==> config.mk <==
export PLATFORM = sky130hd
export DESIGN_NAME = tmie_ram
export DESIGN_NICKNAME = d
export VERILOG_FILES = /design/src/hw/rtl/tmie_ram.sv
export SDC_FILE = /design/constraint.sdc
export NUM_CORES = 2
export LEC_CHECK = 0
export CAP_MARGIN = 20
export CORE_ASPECT_RATIO = 1.75
export CORE_MARGIN = 2
export CORE_UTILIZATION = 45
export CTS_CLUSTER_DIAMETER = 50
export DETAILED_ROUTE_END_ITERATION = 16
export DONT_BUFFER_PORTS = 1
export PLACE_DENSITY_LB_ADDON = 0.1
export SLEW_MARGIN = 20
export SYNTH_ARGS = -nofsm -noshare
export SYNTH_HDL_FRONTEND = slang
export SYNTH_SLANG_ARGS = --single-unit
==> constraint.sdc <==
create_clock -name aclk -period 2 [get_ports aclk]
set_input_delay 0.1 -clock aclk [delete_from_list [all_inputs] [get_ports aclk]]
set_output_delay 0.1 -clock aclk [all_outputs]
set_load 0.02 [all_outputs]
==> src/hw/rtl/tmie_ram.sv <==
// ----------------------------------------------------------------------------
// tmie_ram
// Generic simple dual-port RAM, one write port, one registered read port.
// ----------------------------------------------------------------------------
module tmie_ram #(
    parameter int WIDTH = 8,
    parameter int DEPTH = 256
) (
    input  logic                     aclk,
    input  logic                     we,
    input  logic [$clog2(DEPTH)-1:0] waddr,
    input  logic [WIDTH-1:0]         wdata,
    input  logic                     re,
    input  logic [$clog2(DEPTH)-1:0] raddr,
    output logic [WIDTH-1:0]         rdata
);

    logic [WIDTH-1:0] mem [DEPTH];

    // read returns old data on a same-address write
    always_ff @(posedge aclk) begin
        if (re) begin
            rdata <= mem[raddr];
        end
        if (we) begin
            mem[waddr] <= wdata;
        end
    end

endmodule

* Word-level counts from Yosys, hierarchy flattened
Memories as Yosys holds them, arrays and structs flattened. A register that Yosys moved wholly into a read port is not among the register bits. Cells that the tools add are included. Widths: inputs -> output; s select.
Word-level totals: RAM bits 2048, logic and storage cells 3, register bits 0, output and inout port bits 8, memories 1
Memory list:
- mem | depth 256, width 8, rd ports 1, clocked after memory_dff 1, write ports 1, line 18 | logic [WIDTH-1:0] mem [DEPTH];
Cells by class: muxes and demuxes 2
Operators by type and width (number):
- $mux 1 | 2

* Depth between registers and ports, before layout
word-level depth 2, mapped depth 11, mapped depth without buffers 6

* Least setup slack after synthesis
Ideal clock, no wire load.
kind input-to-reg, start point in raddr[0], end point reg rdata[2] (read register of mem) (data pin), stages on the path 9, buffers on the path 4, path slack -176 ps, data required time 1731 ps, data arrival time 1907 ps, cells stage by stage buf_6 buf_12 buf_8 buf_2 mux4_2 a22oi_1 a21oi_1 nor4_1 nor4_2
RTL lines:
- start, declared | line 14 | input logic [$clog2(DEPTH)-1:0] raddr,
- end, declared | line 15 | output logic [WIDTH-1:0] rdata

==> metrics.txt <==
# TYPE chip_impl_metric gauge
chip_impl_metric{name="grt_pass1_wl",unit="µm"} 302000
chip_impl_metric{name="drt-total-wl",unit="µm"} 212000
chip_impl_metric{name="grt_use_met3",unit="%"} 2.99
chip_impl_metric{name="firstDrtPassIters",unit=""} 6
chip_impl_metric{name="fmaxAchievable",unit="MHz"} 418
chip_impl_metric{name="critical_path.max_stage_delay",unit="ps"} 580
chip_impl_info{name="cts_tree",value="built"} 1
chip_impl_metric{name="ys_types",unit=""} 54
chip_impl_metric{name="worstPathRequired",unit="ps"} 2590
chip_impl_metric{name="xor_xnor_fraction_of_synth_area",unit="%"} 0
chip_impl_metric{name="final_layout_size_suffix_gt1_share",unit="%"} 30.7
chip_impl_metric{name="drt.antenna.violating_nets",unit=""} 0
chip_impl_metric{name="pin_count",unit=""} 35
chip_impl_info{name="critical_path.cell_chain",value="mux4_2, mux4_2, nor2_4, a2111oi_2, nor3_2, buf_4, nor4_2"} 1
chip_impl_metric{name="route.detailed.vias_per_inst",unit=""} 5.91
chip_impl_metric{name="std_cell_rows",unit=""} 204
chip_impl_metric{name="power_leakage",unit="nW"} 29.3
chip_impl_metric{name="synth_warnings",unit=""} 0
chip_impl_metric{name="final.hold.worst_slack",unit="ps"} -599
chip_impl_metric{name="irDropWorstVdd",unit="mV"} 0.958
chip_impl_metric{name="clock_skew",unit="ps"} 58.0
chip_impl_metric{name="core-area",unit="µm²"} 176000
chip_impl_metric{name="layout_setup_ws",unit="ps"} -392
chip_impl_metric{name="yosysSeqAreaShare",unit="%"} 77.5
chip_impl_metric{name="crit_path_max_fanout",unit=""} 1
chip_impl_metric{name="final.min_clock_period",unit="ps"} 2390
chip_impl_metric{name="max_slew_margin",unit="%"} -10.9
chip_impl_metric{name="area_growth_syn_to_layout",unit="%"} 15.8
chip_impl_metric{name="gr-usage-met1",unit="%"} 27.9
chip_impl_metric{name="mappedNetlistNets",unit=""} 3760
chip_impl_info{name="ctsRootBufferMaster",value="clkbuf_16"} 1
chip_impl_info{name="synth.top_cells.by_area",value="edfxtp_1, mux4_2, mux2i_1"} 1
chip_impl_metric{name="place_ws",unit="ps"} -1070
chip_impl_metric{name="drt_drc_violations_left",unit=""} 0
chip_impl_metric{name="drtIter0Drc",unit=""} 3703
chip_impl_info{name="post-synth-top-area-cell",value="edfxtp_1"} 1
chip_impl_metric{name="place.port_buffers",unit=""} 0
chip_impl_metric{name="timing.final.hold_violations",unit=""} 911
chip_impl_info{name="violated_checks",value="negative hold slack, max-slew violations, negative setup slack"} 1
chip_impl_metric{name="gr-total-overflow",unit=""} 0
chip_impl_metric{name="synthMuxAreaShare",unit="%"} 14.6
chip_impl_info{name="grt_setup_unrepaired",value="yes"} 1
chip_impl_metric{name="post-route-period-util",unit="%"} 120
chip_impl_metric{name="setup_violations",unit=""} 8
chip_impl_info{name="crit_path_top_delay_cell",value="mux4_2"} 1
chip_impl_metric{name="synthesis.instances",unit=""} 3733
chip_impl_info{name="synth_commonest_cells",value="edfxtp_1, mux4_2, nor2_1, mux2i_1, a22oi_1"} 1
chip_impl_metric{name="max_cap_violations",unit=""} 0
chip_impl_info{name="synth_top_family_by_area",value="multiplexers"} 1
chip_impl_metric{name="slew_at_the_pin_with_the_worst_max_slew_slack",unit="ps"} 1660
chip_impl_metric{name="antenna_found_initial",unit=""} 7
chip_impl_metric{name="cts_buffers",unit=""} 184
chip_impl_info{name="yosys.cell_count.top_type",value="edfxtp_1"} 1
chip_impl_metric{name="final_max_slew_viol_count",unit=""} 64
chip_impl_metric{name="cp_data_arrival_time",unit="ps"} 2980
chip_impl_metric{name="clkSlewWorstSetupHoldPaths",unit="ps"} 70
chip_impl_metric{name="groute.layer.met2.usage",unit="%"} 43.8
chip_impl_metric{name="global_routing_usage_summed_across_all_routing_layers",unit="%"} 23.7
chip_impl_metric{name="power-per-cell-area",unit="nW/µm²"} 938
chip_impl_metric{name="clock_h_tree_levels",unit=""} 4
chip_impl_metric{name="clock_sinks",unit=""} 2056
chip_impl_metric{name="finalWeightedCongestion",unit=""} 0.846
chip_impl_metric{name="clock_tree.buffer_depth",unit=""} 4
chip_impl_metric{name="floorplan.initialDensity",unit="%"} 45.2
chip_impl_metric{name="final_net_count",unit=""} 4270
chip_impl_metric{name="die_area",unit="µm²"} 180000
chip_impl_metric{name="synthesis.area",unit="µm²"} 79600
chip_impl_info{name="status",value="finished with violations"} 1
chip_impl_info{name="timing_worst_setup_path_type",value="reg -> reg"} 1
chip_impl_metric{name="clock_latency",unit="ps"} 840
chip_impl_metric{name="synthAdderAreaFrac",unit="%"} 0
chip_impl_info{name="grt-busiest-layer",value="met2"} 1
chip_impl_metric{name="ys_seq_elements",unit=""} 2056
chip_impl_metric{name="number_of_filler_cells_placed_in_the_layout",unit=""} 13951
chip_impl_info{name="hold_class",value="in -> reg"} 1
chip_impl_metric{name="post-dp-hpwl",unit="µm"} 126000
chip_impl_metric{name="synth_simple_gate_area_share",unit="%"} 2.63
chip_impl_metric{name="ys_async_sr_fraction",unit="%"} 0
chip_impl_info{name="cp_common_cell",value="mux4_2"} 1
chip_impl_metric{name="synth_compound_area_share",unit="%"} 3.42
chip_impl_metric{name="grt_start_max_net_pins",unit=""} 579
chip_impl_metric{name="post_drt_wl_per_cell",unit="µm"} 31.8
chip_impl_metric{name="design_power_total",unit="mW"} 86.5
chip_impl_info{name="endpoint_kind",value="register"} 1
chip_impl_metric{name="postSynthAreaPerCell",unit="µm²"} 21.3
chip_impl_metric{name="die_h",unit="µm"} 561
chip_impl_metric{name="chipWidth",unit="µm"} 322
chip_impl_metric{name="synthDominantCellAreaShare",unit="%"} 77.5
chip_impl_info{name="synth_flop_cell",value="edfxtp_1"} 1
chip_impl_metric{name="number_of_flops_mapped_to_enable_cells_by_yosys",unit=""} 2056
chip_impl_metric{name="totalNegativeSetupSlack",unit="ps"} -2250
chip_impl_info{name="worstSetupStartpointType",value="register"} 1
chip_impl_metric{name="cts.repair_timing.setup_buffer_count",unit=""} 0
chip_impl_metric{name="vias",unit=""} 39356
chip_impl_metric{name="via_count_of_the_first_global_routing_pass",unit=""} 41924
[report_power, final]
part	internal [mW]	switching, mW	leakage, nW	total [mW]
registers	47.5	0.107	18.5	47.6
clock network	20.1	15.4	2.92	35.4
logic	1.75	1.68	7.89	3.42
[worst max-delay path, delay by kind of cell, from the launching register on]
family	cells	cell delay (ps)
mux	2	1120
compound gates	1	60
simple gates	3	390
buf+inv	1	210
flops	1	370
[layer usage]
layer	vias to the layer above	part of all wire (%)
li1	16676	-
met1	21106	36
met2	1213	55
met3	359	5.0
met4	2	4.1
met5	-	0.0033
[metrics by stage]
step / instance area, µm² / cells / utilization [%] / hold slack [ps]
finish: 92200 / 6660 / 52.3 / -599
global route: 92200 / 6648 / 52.3 / -642
CTS: 92000 / 6645 / 52.2 / -672
detailed placement: 85500 / 6303 / 48.5 / 214
global placement: 85500 / 6303 / 48.5 / 216
floorplan: 79900 / 3733 / - / 199
[flip-flops by register name (all words and copies together) (netlist names)]
signal / flops
rdata: 8
mem: 2048
[logic make-up (layout without fill, tap and decap cells)]
logic type,after synthesis,count (layout)
flip-flops,2056,2056
multiplexers,591,591
AND/OR/NAND/NOR,466,466
AO/OA/AOI/OAI,385,385
buffers and inverters,235,883
other,0,13
[final timing paths]
check                    from          end  slack [ps]  depth (start not counted)
setup / recovery  mem[131][7]     rdata[7]        -390                          7
hold / removal       wdata[3]  mem[201][3]        -600                          0
setup reg to reg  mem[131][7]     rdata[7]        -390                          7
hold reg to reg    mem[32][5]     rdata[5]        1220                          7
[cell usage in the layout, fill, tap and decap left out, types with 33 or more instances in the layout]
| cell type | Yosys | layout |
|---|---|---|
| nand3_1 | 34 | 34 |
| nor2_1 | 282 | 271 |
| nand2_1 | 33 | 33 |
| edfxtp_1 | 2056 | 2056 |
| buf_4 | 27 | 504 |
| mux4_2 | 454 | 455 |
| mux2i_1 | 134 | 134 |
| a22oi_1 | 133 | 128 |
| a21oi_1 | 96 | 94 |
| o221ai_1 | 46 | 45 |
| clkinv_1 | 1 | 34 |
| clkbuf_16 | 0 | 189 |
| clkinv_2 | 0 | 40 |
[repair_timing]
action | CTS | global route
pin swaps | 26 | 19
hold buffers | 21 | 2
hold endpoints to repair | 2946 | 1864
endpoints found under the setup margin | 8 | 165
resized for setup | 62 | 26
[area by class of cell]
cell class              instances  area [µm²]  area share (%)
inverters                       2        7.51         0.00814
flip-flops and latches       2056       61700            67.0
multi-input cells            1442       17000            18.4
clock inverters               114        1140            1.24
diodes                         13        32.5          0.0353
well taps                    2266        2840            3.08
repair buffers                557        4640            5.03
clock buffers                 210        4810            5.22
No activity file was read; power rests on OpenSTA's default activity.
