## config.mk

```make
export PLATFORM = sky130hd
export DESIGN_NAME = tmie_clear
export DESIGN_NICKNAME = d
export VERILOG_FILES = /design/src/hw/rtl/tmie_pkg.sv /design/src/hw/rtl/tmie_clear.sv
export SDC_FILE = /design/constraint.sdc
export NUM_CORES = 1
export LEC_CHECK = 0
export BUFFER_PORTS_ARGS = -buffer_cell sky130_fd_sc_hd__buf_4
export CORE_MARGIN = 8
export CORE_UTILIZATION = 35
export CTS_BUF_LIST = sky130_fd_sc_hd__clkbuf_2
export DETAILED_ROUTE_END_ITERATION = 16
export PLACE_DENSITY = 0.54
export REMOVE_ABC_BUFFERS = 1
export SYNTH_ARGS = -nofsm -noshare
export SYNTH_HDL_FRONTEND = slang
export SYNTH_SLANG_ARGS = --single-unit
```

## constraint.sdc

```tcl
create_clock -name aclk -period 2.1 [get_ports aclk]
set_clock_uncertainty 0.1 [all_clocks]
set_input_delay 0.21 -clock aclk [delete_from_list [all_inputs] [get_ports aclk]]
set_output_delay 0.21 -clock aclk [all_outputs]
set_load 0.01 [all_outputs]
```

## src/hw/rtl/tmie_pkg.sv

```systemverilog
// ----------------------------------------------------------------------------
// tmie_pkg
// Shared types and constants for the tape machine execute core.
// ----------------------------------------------------------------------------
package tmie_pkg;

    localparam int TAPE_CELLS     = 30000;
    localparam int PROG_ADDR_BITS = 16;
    localparam int PTR_W          = $clog2(TAPE_CELLS);
    localparam int PC_W           = PROG_ADDR_BITS;
    localparam int CMD_W          = 3;
    localparam int TARGET_W       = 16;
    localparam int BYTE_W         = 8;

    localparam logic [PTR_W-1:0] LAST_CELL = PTR_W'(TAPE_CELLS - 1);

    typedef enum logic [CMD_W-1:0] {
        CMD_RIGHT = 3'd0,
        CMD_LEFT  = 3'd1,
        CMD_INC   = 3'd2,
        CMD_DEC   = 3'd3,
        CMD_OUT   = 3'd4,
        CMD_IN    = 3'd5,
        CMD_JZ    = 3'd6,
        CMD_JNZ   = 3'd7
    } cmd_t;

    // tape write port
    typedef struct packed {
        logic              en;
        logic [PTR_W-1:0]  addr;
        logic [BYTE_W-1:0] data;
    } tape_wr_t;

endpackage

```

## src/hw/rtl/tmie_clear.sv

```systemverilog
// ----------------------------------------------------------------------------
// tmie_clear
// Post-reset sweep writing zero to every tape cell.
// ----------------------------------------------------------------------------
module tmie_clear (
    input  logic               aclk,
    input  logic               aresetn,
    output logic               busy,
    output tmie_pkg::tape_wr_t wr
);
    import tmie_pkg::*;

    logic [PTR_W-1:0] count_reg, count_next;
    logic             busy_reg,  busy_next;

    always_comb begin
        count_next = count_reg;
        busy_next  = busy_reg;
        if (busy_reg) begin
            if (count_reg == LAST_CELL) begin
                busy_next = 1'b0;
            end else begin
                count_next = count_reg + 1'b1;
            end
        end
    end

    always_ff @(posedge aclk) begin
        if (!aresetn) begin
            count_reg <= '0;
            busy_reg  <= 1'b1;
        end else begin
            count_reg <= count_next;
            busy_reg  <= busy_next;
        end
    end

    assign busy    = busy_reg;
    assign wr.en   = busy_reg;
    assign wr.addr = count_reg;
    assign wr.data = '0;

endmodule

```

# == Word-level counts from Yosys, hierarchy flattened ==
# Cells that the tools add are included.
# word_totals
out_inout_bits,25
regBits,16
in_bits,2
# classes
bitwise,1
mux,2
n_eq_ne,1
add_sub_neg,1
n_reduce_logical,1
# op_table
cell,n
$add 15x1->15 const B,1
$eq 15x15->1 const B,1
$mux 1,2
$reduce_and 2->1,1
$not 1->1,1

# == Logic depth before layout (Yosys ltp) ==
# Gate-level depths: netlist (run 1).
# depth
word_depth,3
ltp_mapped,4

# == Least setup slack after synthesis (run 1) ==
# Ideal clock, no wire load.
# synth_timing
path_kind,reg2reg
start,register count_reg[1]
end,"register busy_reg, in the netlist busy"
arrival_time_ns,1.479
path_stages_with_launch,5
setup_slack_ns,0.407
synth_period_minus_slack_ns,1.693
required_ns,1.886
n_path_buf,0
cell_sequence,dfxtp_1 > ha_1 > nand4bb_1 > or4_4 > a21o_1
# synth_between
elab_chain_cells,3
# synth_rtl
element,line,rtl
"start, declared",tmie_clear.sv:13,"logic [PTR_W-1:0] count_reg, count_next;"
"start signal, assigned",tmie_clear.sv:33,count_reg <= count_next;
$eq 15x15->1,tmie_clear.sv:20,if (count_reg == LAST_CELL) begin
$mux 1,tmie_clear.sv:20,
$mux 1,tmie_clear.sv:19,if (busy_reg) begin
"end signal, assigned",tmie_clear.sv:34,busy_reg <= busy_next;
"end, declared",tmie_clear.sv:14,"logic busy_reg, busy_next;"
# No other way between the ends.
# A chain may end at the register's enable or synchronous reset.

# == Final worst setup path (run 1) ==
# Same ends and word-level chain as after synthesis.

==> results.ini, run 1 <==
[setup_path]
startpoint_type=flip-flop
crit_arrival_ns=1.91
cp_max_fo=6
required_ns=2.20
crit_path_end_kind=flip-flop
worstSetupPathType=reg -> reg

[floorplan]
fp.dieH_um=67.4
die_w_um=67.4
core_sq_um=2500
start_util_pct=37.0
rows=18
dieArea_sq_um=4550
io_pins=27

[placed_design]
dpl.hpwl_um=1650
gp_congestion=0.840
place_area_sq_um=1050
portBuffers=18

[cts]
clk_pin_slew_ns=0.17
htreeDepth=1
cts_setup_buffers=0
clk_latency_ns=0.30
cts_hold_buf=0
cts_resized=0
cts_tree=yes
cts_buffers=3
clk_path_buf_depth=2
cts_sinks=16
cts_root_buf=clkbuf_2

[power_and_ir_drop]
pwr_density_cell_nw_per_um2=508
p_leak_uw=0.000382
max-vdd-ir-drop_mv=0.263

[synthesis]
synth_top_area_cell=dfxtp_1
synth-xor-area-share_pct=0
synthAdderAreaFrac_pct=1.35
netlist_area_sq_um=926
async_flop_share_pct=0
synth_compound_area_share_pct=13.1
ys_seq_elements=16
postSynthCellCount=107
synth-simple-area-share_pct=34.3
synth-main-ff-cell=dfxtp_1
synth.avg_cell_area_sq_um=8.65
synth-edff-count=0
ys_seq_area_share_pct=34.6
synth_top_family_by_area=simple AND/OR/NAND/NOR gates
synthMuxAreaShare_pct=5.41
synthTopCellsByArea=dfxtp_1, buf_4, mux2i_1
synth_top_area_share_pct=34.6
yosysUniqueCellTypes=32
yosysWarnings=0

[layout]
num_antenna_cells=0
layout_common_cells=buf_4, dfxtp_1, nand2_1, conb_1
layout_commonest_cell=buf_4
final_area_sq_um=1070
drive_gt1_share_pct=20.2
area_growth_pct=15.1
nFillCells=263
fin_nets=128
largest_reg_flops=15

[status]
status=finished clean

[sta]
drv_slew=0
fmax_mhz=555
holdWs_ns=0.148
min_period_ns=1.80
rsz0062_at_grt=false
min_period_over_period_pct=85.8
setup_viol=0
fin_tns_setup_ns=0
finalHoldViolations=0

[drt]
drtIter0Drc=44
viasPerCell=5.65
wl_um=2250
antenna_left=0
remaining_drc_errors=0
drtPass1Iterations=4
vias=870
routedWlPerCell_um=14.6

[grt]
grt_pass1_vias=856
grt_max_degree=21
antenna_found_initial=0
grt_pass1_wl_um=3900
grt-ovfl-total=0
grt_usage_pct=10.7

[job]
max_cap_viol_count=0

[min_path]
hold_class=in -> reg

-- final timing paths --
| path | from | end | depth (start not counted) | slack, ns |
|---|---|---|---|---|
| hold reg to reg | count_reg[13] | count_reg[13] | 2 | 0.42 |
| hold / removal | aresetn | count_reg[12] | 3 | 0.15 |
| setup reg to reg | count_reg[1] | busy | 4 | 0.30 |
| setup / recovery | count_reg[1] | busy | 4 | 0.30 |
-- cell families (layout without fill, tap and decap cells) --
group,count (synthesis),in the layout
adder cells (fa/ha/maj),1,1
AO/OA/AOI/OAI,19,19
buffers and inverters,17,27
flip-flops,16,16
AND/OR/NAND/NOR,48,48
multiplexers,5,5
other,1,8
-- routing by layer --
metal  vias to the layer above  global-route usage [%]  part of all wire [%]
met2                        28                    17.1                    46
li1                        428                       -                     -
met3                         4                    2.32                   4.9
met4                         0                    4.70                   1.1
met1                       410                    13.7                    47
met5                         -                       0                     0
-- metrics by stage --
| stage | worst slack, ns | cells | util, % | total power [uW] |
|---|---|---|---|---|
| 3_5_place_dp | 0.329 | 150 | 41.9 | 403 |
| 3_3_place_gp | 0.377 | 150 | 41.9 | 403 |
| 2_1_floorplan | 0.407 | 101 | - | 372 |
| 5_1_grt | 0.156 | 154 | 42.6 | 576 |
| 6_report | 0.299 | 154 | 42.6 | 541 |
| 4_1_cts | 0.315 | 154 | 42.6 | 551 |
-- power by group --
group          internal [uW]  switching (uW)
Clock                   41.4             103
Sequential               314            17.5
Combinational           27.6            37.3
-- synthesized netlist by cell type (4+ instances only) --
| cell | number |
|---|---|
| nand2_1 | 10 |
| nand3_1 | 6 |
| nand2b_1 | 5 |
| a21oi_1 | 5 |
| o31ai_1 | 4 |
| nor4_1 | 5 |
| buf_4 | 9 |
| or4_1 | 6 |
| mux2i_1 | 5 |
| inv_1 | 4 |
| dfxtp_1 | 16 |
| nand4_1 | 6 |
-- cell type report --
| class | count | area, sq um | share of cell area (%) |
|---|---|---|---|
| flip-flops and latches | 16 | 320 | 30.0 |
| clock inverters | 1 | 3.75 | 0.352 |
| clock buffers | 3 | 15.0 | 1.41 |
| inverters | 4 | 15.0 | 1.41 |
| well taps | 30 | 37.5 | 3.52 |
| multi-input cells | 81 | 532 | 49.9 |
| repair buffers | 19 | 143 | 13.4 |
-- critical path, stage by stage (launching register included) --
cell	delay [ns]
dfxtp_1	0.44
ha_1	0.22
nand4bb_1	0.21
or4_4	0.55
a21o_1	0.19
No activity file was read; power rests on OpenSTA's default activity.
==> run 2, diff against run 1 <==
--- a/config.mk
+++ b/config.mk
@@ -5,7 +5,7 @@
 export SDC_FILE = /design/constraint.sdc
 export NUM_CORES = 1
 export LEC_CHECK = 0
-export BUFFER_PORTS_ARGS = -buffer_cell sky130_fd_sc_hd__buf_4
+export BUFFER_PORTS_ARGS = -buffer_cell sky130_fd_sc_hd__buf_2
 export CORE_MARGIN = 8
 export CORE_UTILIZATION = 35
 export CTS_BUF_LIST = sky130_fd_sc_hd__clkbuf_2
==> run 2 against run 1 <==
Net effect:
- clock-buffer cell count stayed put
- critical endpoint unchanged
- die area is the same
- register-to-register slack about the same
- largest cell class unchanged
==> results.ini, run 2 (synthesis results as in run 1) <==
[status]
status=finished clean

[floorplan]
dieArea_sq_um=4550
die_w_um=67.4
start_util_pct=37.0
io_pins=27
fp.dieH_um=67.4
rows=18
core_sq_um=2500

[cts]
cts_hold_buf=0
cts_root_buf=clkbuf_2
cts_buffers=3
clk_path_buf_depth=2
clk_pin_slew_ns=0.15
cts_resized=0
cts_setup_buffers=0
clk_latency_ns=0.29
cts_sinks=16
htreeDepth=1
cts_tree=yes

[layout]
nFillCells=268
fin_nets=128
area_growth_pct=9.87
multi_input_area_sq_um=532
drive_gt1_share_pct=20.3
layout_commonest_cell=buf_2
register_area_sq_um=320
layout_common_cells=buf_2, dfxtp_1, nand2_1, conb_1
num_antenna_cells=0
largest_reg_flops=15

[setup_path]
startpoint_type=flip-flop
crit_arrival_ns=1.92
cp_max_fo=6
r2r-end=busy
cpPeakStageDelay_ns=0.55
crit_path_end_kind=flip-flop
r2r-start=count_reg[0]
cp_slowest_cell=or4_4
worstSetupPathType=reg -> reg
ff2ff_setup_slack_ns=0.29
reg2regPathDepth=4
required_ns=2.21
crit_chain=ha_1 > nand4bb_1 > or4_4 > a21o_1
crit_path_start=count_reg[0]
critPathCapture=busy

[drt]
remaining_drc_errors=0
wl_um=2280
drtIter0Drc=55
viasPerCell=5.62
routedWlPerCell_um=14.9
antenna_left=0
drtPass1Iterations=4
vias=860

[sta]
rsz0062_at_grt=false
setup_viol=0
fin_tns_setup_ns=0
finalHoldViolations=0
drv_slew=0
min_period_over_period_pct=86.0
holdWs_ns=0.221
min_period_ns=1.81
fmax_mhz=554

[grt]
grt_pass1_vias=837
grt-ovfl-total=0
grt_pass1_wl_um=4010
antenna_found_initial=0
grt_max_degree=21
grt_usage_pct=11.1

[power_and_ir_drop]
max-vdd-ir-drop_mv=0.339
p_leak_uw=0.000376
pwr_density_cell_nw_per_um2=521

[job]
max_cap_viol_count=0

[placed_design]
portBuffers=18
gp_congestion=0.821
dpl.hpwl_um=1660

[min_path]
hold_class=in -> reg

-- run 2: cell types whose count changed in the layout (fill, tap and decap cells not counted), sizes merged --
cell	before	now
clkinv	1	0
-- run 2: how the worst min path moves through the flow --
| stage | depth (start not counted) | startpoint | slack [ns] | to |
|---|---|---|---|---|
| 2_1_floorplan | 2 | aresetn | 0.25 | count_reg[2] |
| 3_3_place_gp | 2 | count_reg[13] | 0.39 | count_reg[13] |
| 3_5_place_dp | 2 | count_reg[13] | 0.40 | count_reg[13] |
| 4_1_cts | 3 | aresetn | 0.22 | count_reg[3] |
| 5_1_grt | 3 | aresetn | 0.21 | count_reg[2] |
| 6_report | 3 | aresetn | 0.22 | count_reg[5] |
-- run 2: power by group --
group / switching, uW / internal, uW / leakage [uW]
registers: 16.6 / 314 / 0.000130
clock network: 97.8 / 38.9 / 0.0000125
logic: 39.9 / 21.9 / 0.000234
-- run 2: final cells by class --
type	instances	area share [%]
Timing Repair Buffer	19	9.59
Sequential cell	16	31.5
Tap cell	30	3.69
Inverter	4	1.48
Multi-Input combinational cell	81	52.3
Clock buffer	3	1.48
-- run 2: through the flow --
step           power [uW]  utilization (%)  worst slack (ns)  std cells  area (sq um)
2_1_floorplan         372                -             0.407        101           867
3_3_place_gp          396             40.1             0.387        150          1000
5_1_grt               560             40.7             0.130        153          1020
4_1_cts               530             40.7             0.302        153          1020
6_report              530             40.7             0.294        153          1020
3_5_place_dp          397             40.1             0.329        150          1000
-- run 2: critical path: cells and delay by family (launching register included) --
family,cells,cell delay [ns]
AO/OA/AOI/OAI,1,0.20
adder cells (fa/ha/maj),1,0.22
flip-flops,1,0.44
AND/OR/NAND/NOR,2,0.76
-- run 2: per-layer routing --
metal / global-route usage, % / up-vias / share of wire, %
met2: 16.0 / 30 / 44
met1: 15.7 / 400 / 48
met4: 3.92 / 0 / 1.0
li1: - / 426 / -
met3: 2.32 / 4 / 6.1
met5: 0 / - / 0
