### src/hw/rtl/tmie_pkg.sv
// ----------------------------------------------------------------------------
// tmie_pkg
// Shared types and constants for the tape machine execute core.
// ----------------------------------------------------------------------------
package tmie_pkg;

    localparam int TAPE_CELLS     = 30000;
    localparam int PROG_ADDR_BITS = 16;
    localparam int PTR_W          = $clog2(TAPE_CELLS);
    localparam int PC_W           = PROG_ADDR_BITS;
    localparam int CMD_W          = 3;
    localparam int TARGET_W       = 16;
    localparam int BYTE_W         = 8;

    localparam logic [PTR_W-1:0] LAST_CELL = PTR_W'(TAPE_CELLS - 1);

    typedef enum logic [CMD_W-1:0] {
        CMD_RIGHT = 3'd0,
        CMD_LEFT  = 3'd1,
        CMD_INC   = 3'd2,
        CMD_DEC   = 3'd3,
        CMD_OUT   = 3'd4,
        CMD_IN    = 3'd5,
        CMD_JZ    = 3'd6,
        CMD_JNZ   = 3'd7
    } cmd_t;

    // tape write port
    typedef struct packed {
        logic              en;
        logic [PTR_W-1:0]  addr;
        logic [BYTE_W-1:0] data;
    } tape_wr_t;

endpackage

### src/hw/rtl/tmie_exec.sv
// ----------------------------------------------------------------------------
// tmie_exec
// Instruction pipeline: pointer update and tape read on accept, then
// read-modify-write of the cell, pc update and result register.
// ----------------------------------------------------------------------------
module tmie_exec (
    input  logic                                 aclk,
    input  logic                                 aresetn,
    input  logic                                 enable,
    input  logic                                 s_valid,
    output logic                                 s_ready,
    input  logic [tmie_pkg::CMD_W-1:0]           s_command,
    input  logic [tmie_pkg::TARGET_W-1:0]        s_jump_target,
    input  logic [tmie_pkg::BYTE_W-1:0]          s_in_byte,
    output logic                                 m_valid,
    input  logic                                 m_ready,
    output logic                                 m_out_valid,
    output logic [tmie_pkg::BYTE_W-1:0]          m_out_byte,
    output logic [tmie_pkg::TARGET_W-1:0]        m_next_pc,
    output logic                                 rd_en,
    output logic [tmie_pkg::PTR_W-1:0]           rd_addr,
    input  logic [tmie_pkg::BYTE_W-1:0]          rd_data,
    output tmie_pkg::tape_wr_t                   wr
);
    import tmie_pkg::*;

    logic              accept, adv, fire;
    logic [PTR_W-1:0]  ptr_reg, ptr_next;

    // execute stage (item waiting on its tape read)
    logic              s1_v_reg;
    cmd_t              s1_cmd_reg;
    logic [PC_W-1:0]   s1_target_reg;
    logic [BYTE_W-1:0] s1_byte_reg;
    logic [PTR_W-1:0]  s1_addr_reg;
    logic              fwd_v_reg;
    logic [BYTE_W-1:0] fwd_val_reg;

    logic [PC_W-1:0]   pc_reg, pc_next;

    logic              m_v_reg;
    logic              m_outv_reg;
    logic [BYTE_W-1:0] m_byte_reg;
    logic [PC_W-1:0]   m_pc_reg;

    logic [BYTE_W-1:0] cell_val, wdata;
    logic              we, outv;
    logic [BYTE_W-1:0] outb;
    logic [PC_W-1:0]   pc_inc;

    assign adv     = !m_v_reg || m_ready;
    assign fire    = s1_v_reg && adv;
    assign s_ready = enable && (!s1_v_reg || adv);
    assign accept  = s_valid && s_ready;

    // pointer moves are resolved at accept time
    always_comb begin
        ptr_next = ptr_reg;
        case (cmd_t'(s_command))
            CMD_RIGHT: ptr_next = (ptr_reg == LAST_CELL) ? '0 : ptr_reg + 1'b1;
            CMD_LEFT:  ptr_next = (ptr_reg == '0) ? LAST_CELL : ptr_reg - 1'b1;
            default:   ptr_next = ptr_reg;
        endcase
    end

    assign rd_en   = accept;
    assign rd_addr = ptr_reg;

    // cell value: bypass the write that coincided with the read
    assign cell_val = fwd_v_reg ? fwd_val_reg : rd_data;
    assign pc_inc   = pc_reg + 1'b1;

    always_comb begin
        we      = 1'b0;
        wdata   = cell_val;
        outv    = 1'b0;
        outb    = '0;
        pc_next = pc_inc;
        case (s1_cmd_reg)
            CMD_INC: begin
                we    = 1'b1;
                wdata = cell_val + 1'b1;
            end
            CMD_DEC: begin
                we    = 1'b1;
                wdata = cell_val - 1'b1;
            end
            CMD_OUT: begin
                outv = 1'b1;
                outb = cell_val;
            end
            CMD_IN: begin
                we    = 1'b1;
                wdata = s1_byte_reg;
            end
            CMD_JZ: begin
                if (cell_val == '0) begin
                    pc_next = s1_target_reg + 1'b1;
                end
            end
            CMD_JNZ: begin
                if (cell_val != '0) begin
                    pc_next = s1_target_reg;
                end
            end
            default: ;
        endcase
    end

    assign wr.en   = fire && we;
    assign wr.addr = s1_addr_reg;
    assign wr.data = wdata;

    always_ff @(posedge aclk) begin
        if (!aresetn) begin
            ptr_reg   <= '0;
            pc_reg    <= '0;
            s1_v_reg  <= 1'b0;
            fwd_v_reg <= 1'b0;
            m_v_reg   <= 1'b0;
        end else begin
            if (accept) begin
                ptr_reg   <= ptr_next;
                s1_v_reg  <= 1'b1;
                fwd_v_reg <= fire && we && (s1_addr_reg == ptr_reg);
            end else if (fire) begin
                s1_v_reg  <= 1'b0;
            end
            if (fire) begin
                pc_reg  <= pc_next;
                m_v_reg <= 1'b1;
            end else if (m_ready) begin
                m_v_reg <= 1'b0;
            end
        end
    end

    always_ff @(posedge aclk) begin
        if (accept) begin
            s1_cmd_reg    <= cmd_t'(s_command);
            s1_target_reg <= PC_W'(s_jump_target);
            s1_byte_reg   <= s_in_byte;
            s1_addr_reg   <= ptr_reg;
            fwd_val_reg   <= wdata;
        end
        if (fire) begin
            m_outv_reg <= outv;
            m_byte_reg <= outb;
            m_pc_reg   <= pc_next;
        end
    end

    assign m_valid     = m_v_reg;
    assign m_out_valid = m_outv_reg;
    assign m_out_byte  = m_byte_reg;
    assign m_next_pc   = TARGET_W'(m_pc_reg);

endmodule

### config.mk
export PLATFORM = sky130hd
export DESIGN_NAME = tmie_exec
export DESIGN_NICKNAME = d
export VERILOG_FILES = /design/src/hw/rtl/tmie_pkg.sv /design/src/hw/rtl/tmie_exec.sv
export SDC_FILE = /design/constraint.sdc
export NUM_CORES = 1
export LEC_CHECK = 0
export BUFFER_PORTS_ARGS = -buffer_cell sky130_fd_sc_hd__buf_4
export CAP_MARGIN = 10
export CORE_MARGIN = 1.5
export CORE_UTILIZATION = 35
export CTS_BUF_LIST = sky130_fd_sc_hd__clkbuf_16
export DETAILED_ROUTE_END_ITERATION = 7
export PLACE_DENSITY = 0.5
export SKIP_LAST_GASP = 1
export SYNTH_ARGS = -nofsm -noshare
export SYNTH_HDL_FRONTEND = slang
export SYNTH_SLANG_ARGS = --single-unit
### constraint.sdc
create_clock -name aclk -period 3.1 [get_ports aclk]
set_input_delay 0.155 -clock aclk [delete_from_list [all_inputs] [get_ports aclk]]
set_output_delay 0.155 -clock aclk [all_outputs]
set_load 0.1 [all_outputs]
; ---- Word-level counts from Yosys, hierarchy flattened
; Cells that the tools add are included.
; W data, S select, Z words.
[word_totals]
reg_bits = 109
input_bits = 40
out_inout_bits = 67
word_cells = 60
[classes]
n_addsub = 6
eq_ne = 9
n_mux = 14
n_reduce_logical = 18
[ops]
columns = op, n
row1 = $add A16 B1 Y16 const B, 2
row2 = $mux W16, 2
row3 = $pmux W16 S2, 1
row4 = $mux W15, 2
row5 = $pmux W15 S2, 1
row6 = $pmux W8 S3, 1
row7 = $add A15 B1 Y15 const B, 1
row8 = $eq A15 B15 Y1, 1
row9 = $eq A15 B15 Y1 const B, 1
row10 = $logic_not A15 Y1, 1
row11 = $sub A15 B1 Y15 const B, 1
row12 = $eq A3 B3 Y1 const B, 4
row13 = $add A8 B1 Y8 const B, 1
row14 = $logic_not A8 Y1, 1
row15 = $mux W8, 1
row16 = $reduce_bool A8 Y1, 1
row17 = $sub A8 B1 Y8 const B, 1
row18 = $eq A3 B2 Y1 const B, 2
row19 = $mux W1, 6
row20 = $reduce_bool A2 Y1, 3
row21 = $logic_and A1 B1 Y1, 5
row22 = $eq A3 B1 Y1 const B, 1
row23 = $logic_not A3 Y1, 1
row24 = $reduce_or A3 Y1, 1
row25 = 3 further kinds, 5

; ---- Logic depth before layout (Yosys ltp)
; Gate-level depths: netlist of the first run.
[logic_depth]
depth_word = 6
ltp_mapped = 10
mapped_depth_nobuf = 9

; ---- Worst setup path before layout of the first run
; No wires, ideal clock.
[synth_timing]
path_type = reg2reg
start = reg fwd_v_reg
end = reg fwd_val_reg[4], data pin
setup_ns = 0.494
arrival_time_ns = 3.441
t_required_ns = 2.606
path_slack_ns = -0.836
stages_incl_launch_ff = 9
n_path_buf = 1
period_less_slack_ns = 3.936
cell_sequence = dfxtp_1 > buf_6 > mux2i_1 > xnor2_1 > ha_1 > o32ai_1 > mux2i_1 > a21oi_1 > a21oi_1
[synth_lines]
columns = item, line
row1 = start: declaration, tmie_exec.sv:36  ; logic fwd_v_reg;
row2 = start signal: assignment, tmie_exec.sv:125  ; fwd_v_reg <= fire && we && (s1_addr_reg == ptr_reg);
row3 = end signal: assignment, tmie_exec.sv:144  ; fwd_val_reg <= wdata;
row4 = end: declaration, tmie_exec.sv:37  ; logic [BYTE_W-1:0] fwd_val_reg;

==> flow_summary.ini, run 1 <==
[setup_path]
critPathArrivalTime_ps = 2740
r2r_start = rd_addr[0]
endpoint_kind = primary output
worstPathRequired_ps = 2940
startpoint_type = register
critPathKind = reg -> out
cp_cell_sequence = mux2i_1 > o41ai_2 > a2111oi_0 > or3_4 > mux2i_1 > o211ai_1 > buf_4
cp-startpoint = fwd_v_reg
timing.rr.end = rd_addr[9]
crit_buf_inv = 1
crit_family = compound AO/OA/AOI/OAI gates
critPathSlowestCell = dfxtp_4
cp_common_cell = mux2i_1
crit_path_max_fanout = 12
reg2reg_slack_ps = 430
slowest_delay_ps = 510
crit_cells = 7
ff2ff_path_depth = 7
crit_end = wr[7]

[power_and_ir_drop]
switching_share_pct = 30.90
pwr-share-clk_pct = 32.7
finalPower_mw = 3.406
p_int_mw = 2.354
p_per_area_nw_per_um2 = 424.2
peakVddDrop_uv = 291.3
power_switching_mw = 1.052
pwr-share-comb_pct = 18.8
pwr-share-seq_pct = 48.5
p_leak_nw = 2.883

[clock_tree]
clock_path_buffers = 2
cts_tree = done
htree_levels = 3
clkTransAtPathRegs_ps = 80
cts.sinks = 109
clk_latency_ps = 360
cts_setup_buffers = 0
clockRootBuffer = clkbuf_16
numCtsBuffers = 9

[layout]
layout_commonest_cell = buf_4
area_growth_pct = 26.79
nNetsFinal = 841
drive_above_1_share_pct = 21.55
fillers = 1759
n_antenna_cell = 0
final_cell_mix = 122 x buf_4, 75 x edfxtp_1, 62 x o21ai_0, 60 x nand2_1, 53 x nor2_1
finalInstanceArea_um2 = 8030
instances_no_fill = 1027

[synthesis]
seq_area_frac_synth_pct = 46.31
syn_area_per_cell_um2 = 9.383
yosysUniqueCellTypes = 72
synthArstFlopShare_pct = 0
yosysWarningCount = 0
synth_flop_cell = edfxtp_1
synth_edf_count = 75
syn_inst = 675
synth_area_um2 = 6334
ys_seq_elements = 109
synth_nets = 723

[timing]
whs_ps = 84.25
timing.fmax_ghz = 0.3450
clock_skew_ps = 10.27
setup_ws_ps = 201.3
slew_headroom_pct = 39.82
final.min_clock_period_ps = 2899
drv_slew = 0
rsz0062_at_grt = no
hold_viol_final = 0
worst_pin_slew_ps = 901.7
period_share_pct = 93.51
finalSetupViolCount = 0

[floorplanning]
dieArea_um2 = 18910
core_um2 = 17840
ios = 107
rows = 49
start_util_pct = 35.50
die-width_um = 137.5
die_h_um = 137.5

[place]
place_area_um2 = 7481
place.gp.congestion = 0.8385
dp_cells = 985
dp_hpwl_mm = 12.91
pre_cts_ws_ps = 464.3
port_buffers = 106

[grt]
grt-ovfl-total = 0
grt_max_degree = 35
grt_pass1_wl_mm = 28.39
grt_usage_pct = 19.62
antenna_found_initial = 0
grt_pass1_vias = 5324

[drt]
drtIter0Drc = 486
dr.pass1.iters = 5
wl_mm = 18.24
wl_per_cell_um = 17.76
drc = 0
postRouteAntennaNets = 0
vias = 5747
vias_per_cell = 5.596

[hold_path]
hold_path_class = in -> reg

[flow_run]
cap_violations = 0

[run_status]
status = complete, no violations
through the flow:
stage	TNS, ps	util, %
detailed placement	0	41.93
floorplan	-761.3	-
global route	0	45.01
CTS	0	44.94
finish	0	45.01
global placement	0	41.93
Yosys cell counts, types with 3 or more instances:
master	count	area (um^2)
mux2i_1	12	120.1
nor2_1	53	198.9
buf_2	6	30.03
nand3b_1	3	22.52
edfxtp_1	75	2252
xnor2_1	27	236.5
and2_1	5	31.28
nand3_1	31	155.2
dfxtp_1	34	680.7
nand4_1	11	68.82
a31oi_1	5	31.28
nor4_1	11	68.82
or3_1	4	25.02
clkbuf_1	33	123.9
a22oi_1	4	30.03
xor2_1	9	78.83
nand2b_1	7	43.79
o21ai_0	65	325.3
nor3_1	16	80.08
nand2_1	60	225.2
o211ai_1	5	37.54
and3_1	13	81.33
ha_1	8	100.1
a211o_1	3	26.28
nand4b_1	3	26.28
a21o_1	3	22.52
nor3b_1	8	60.06
inv_1	22	82.58
a221oi_1	6	52.55
o221ai_1	5	43.79
o22ai_1	9	56.30
a211oi_1	3	22.52
a21oi_1	39	195.2
o21ai_1	3	15.01
o21a_1	5	37.54
a32o_1	6	60.06
nor2b_1	4	25.02
nor4_2	6	75.07
buf_1	3	11.26
a221o_1	7	70.07
how the worst min path moves through the flow:
stage	depth (start not counted)	startpoint	end	slack, ps
2_1_floorplan	0	s_in_byte[0]	s1_byte_reg[0]	250
3_3_place_gp	1	s_in_byte[1]	s1_byte_reg[1]	330
3_5_place_dp	1	s_jump_target[4]	s1_target_reg[4]	330
4_1_cts	1	s_command[0]	s1_cmd_reg[0]	70
5_1_grt	1	s_command[0]	s1_cmd_reg[0]	60
6_report	1	s_command[0]	s1_cmd_reg[0]	80
worst register-to-register path: stages, from the launching register on:
cell	delay, ps
dfxtp_1	600
ha_1	270
nand3_1	190
nor4_1	610
nor2_1	370
and3_1	260
o21ai_0	140
a21oi_1	80
routing by layer:
layer / vias up / global-route usage (%) / wire [um]
met3: 18 / 4.341 / 951
li1: 2784 / - / -
met4: 0 / 5.497 / 244
met1: 2790 / 27.38 / 8746
met2: 155 / 30.50 / 8301
met5: - / 0 / 0
power by group through the flow:
| stage | clock (mW) | combinational (mW) | sequential (mW) |
|---|---|---|---|
| floorplan | 0 | 0.307 | 1.81 |
| global placement | 0 | 0.609 | 1.68 |
| detailed placement | 0 | 0.611 | 1.68 |
| CTS | 1.16 | 0.640 | 1.65 |
| global route | 1.21 | 0.681 | 1.66 |
| finish | 1.11 | 0.640 | 1.65 |
final cells by class:
class / instances / area, um^2 / share of cell area [%]
Multi-Input combinational cell: 501 / 3236 / 40.29
Sequential cell: 109 / 2938 / 36.58
Timing Repair Buffer: 150 / 1207 / 15.04
Tap cell: 229 / 286.5 / 3.568
Clock buffer: 9 / 225.2 / 2.805
Inverter: 22 / 86.33 / 1.075
Clock inverter: 7 / 51.30 / 0.6388
kinds of logic (layout without fill, tap and decap cells):
kind of cell             count (synthesis)  count (layout)  synth area share, %
buffers and inverters                   65             188                4.089
adder cells (fa/ha/maj)                  8               8                1.580
AND/OR/NAND/NOR                        252             252                21.24
flip-flops                             109             109                46.31
AO/OA/AOI/OAI                          191             191                19.52
multiplexers                            14              14                2.292
XOR/XNOR                                36              36                4.978
what timing repair did:
item	in CTS	in global routing
setup endpoints to repair	0	2
resized for setup	0	2
hold endpoints to repair	26	0
hold buffers	26	0
No activity file was read; power rests on OpenSTA's default activity.
==> run 2: changes to the inputs <==
--- a/config.mk
+++ b/config.mk
@@ -12,6 +12,7 @@
 export CTS_BUF_LIST = sky130_fd_sc_hd__clkbuf_16
 export DETAILED_ROUTE_END_ITERATION = 7
 export PLACE_DENSITY = 0.5
+export REMOVE_ABC_BUFFERS = 1
 export SKIP_LAST_GASP = 1
 export SYNTH_ARGS = -nofsm -noshare
 export SYNTH_HDL_FRONTEND = slang
==> run 2 against run 1 <==
  * First-iteration DRC count decreased by 19%
  * Die area unchanged
  * Sequential power is essentially flat
  * Routed wire length rose by 1.6%
  * Utilization down 0.47 points
  * Maximum frequency is 1.1% higher
  * Non-clock buffer count up 1
  * Cell area down 1.0%
  * Via count about the same
  * Critical endpoint is now wr[4]
==> flow_summary.ini, run 2 (synthesis gave the netlist of run 1 again) <==
[setup_path]
critPathArrivalTime_ps = 2710
endpoint_kind = primary output
critPathKind = reg -> out
worstPathRequired_ps = 2940
startpoint_type = register
crit_path_max_fanout = 12

[drt]
dr.pass1.iters = 5
vias = 5742
vias_per_cell = 5.586
wl_per_cell_um = 18.04
postRouteAntennaNets = 0
wl_mm = 18.54
drc = 0
drtIter0Drc = 392

[clock_tree]
clock_path_buffers = 2
clockRootBuffer = clkbuf_16
clk_latency_ps = 360
cts_tree = done
clkTransAtPathRegs_ps = 70
htree_levels = 3
cts_setup_buffers = 0
cts.sinks = 109
numCtsBuffers = 9

[floorplanning]
die_h_um = 137.5
start_util_pct = 35.50
dieArea_um2 = 18910
die-width_um = 137.5
ios = 107
rows = 49
core_um2 = 17840

[timing]
hold_viol_final = 0
setup_ws_ps = 232.2
rsz0062_at_grt = no
finalSetupViolCount = 0
slew_headroom_pct = 36.79
period_share_pct = 92.51
clock_skew_ps = 11.18
worst_pin_slew_ps = 947.2
drv_slew = 0
final.min_clock_period_ps = 2868
timing.fmax_ghz = 0.3487

[power_and_ir_drop]
peakVddDrop_uv = 270.0
finalPower_mw = 3.354
p_leak_nw = 2.902
p_per_area_nw_per_um2 = 422.1

[layout]
drive_above_1_share_pct = 20.28
nNetsFinal = 842
final_cell_mix = 123 x buf_4, 75 x edfxtp_1, 65 x o21ai_0, 60 x nand2_1, 53 x nor2_1
fillers = 1798
layout_commonest_cell = buf_4
n_antenna_cell = 0
area_growth_pct = 25.46

[hold_path]
hold_path_class = in -> reg

[place]
dp_hpwl_mm = 12.90
port_buffers = 106
pre_cts_ws_ps = 146.5
place.gp.congestion = 0.8776

[run_status]
status = complete, no violations

[grt]
grt_pass1_wl_mm = 28.50
grt_pass1_vias = 5383
antenna_found_initial = 0
grt-ovfl-total = 0
grt_max_degree = 36
grt_usage_pct = 19.58

[flow_run]
cap_violations = 0
==> run 2: changes by cell type in the layout (fill, tap and decap cells not counted), sizes merged <==
cell / change
inv: +3
dlygate4sd3: -1
clkinvlp: -3
buf: +2
==> run 2: power breakdown <==
group / internal (mW) / switching [mW] / total [mW]
registers: 1.61 / 0.0464 / 1.65
clock network: 0.530 / 0.535 / 1.06
logic: 0.196 / 0.440 / 0.636
==> run 2: worst paths after layout <==
kind | depth (start not counted) | end | slack, ps | start
worst min-delay path | 1 | s1_cmd_reg[2] | 20 | s_command[2]
worst min register to register | 2 | m_valid | 470 | s1_v_reg
worst max register to register | 8 | rd_addr[6] | 520 | rd_addr[0]
worst max-delay path | 9 | wr[4] | 230 | fwd_v_reg
==> run 2: through the flow <==
step	setup TNS, ps	hold slack (ps)	instance area (um^2)	std cells	utilization (%)
finish	0	15.58	7946	1028	44.54
global route	0	6.855	7946	1028	44.54
CTS	0	1.306	7911	1028	44.34
detailed placement	0	334.3	7402	987	41.49
global placement	0	333.5	7402	987	41.49
floorplan	-8562	253.9	6157	632	-
==> run 2: routing by layer <==
| metal | vias up | global-route usage (%) | part of all wire [%] |
|---|---|---|---|
| met5 | - | 0 | 0 |
| met3 | 24 | 3.974 | 5.1 |
| met1 | 2786 | 26.86 | 47 |
| met2 | 150 | 30.92 | 46 |
| met4 | 0 | 6.199 | 1.8 |
| li1 | 2782 | - | - |
==> run 2: timing repair <==
action | 4_1_cts | 5_1_grt
endpoints found under the setup margin | 4 | 2
hold buffers | 25 | 0
gates resized for setup | 2 | 9
hold endpoints to repair | 25 | 0
==> run 2: worst max-delay path, stage by stage (launching register included) <==
cell and delay, ps:
dfxtp_4 480, mux2i_4 320, buf_4 180, inv_1 40
ha_1 230, o32ai_1 330, mux2i_1 210, a21oi_1 80
a21oi_1 210, buf_6 260
==> run 2: final cells by class <==
class                   instances  area, um^2  share of cell area (%)
clock inverters                 7       28.78                  0.3621
flip-flops and latches        109        2937                   36.95
repair buffers                151        1216                   15.30
multi-input cells             501        3171                   39.90
well taps                     229       286.5                   3.606
clock buffers                   9       225.2                   2.834
inverters                      22       82.58                   1.039
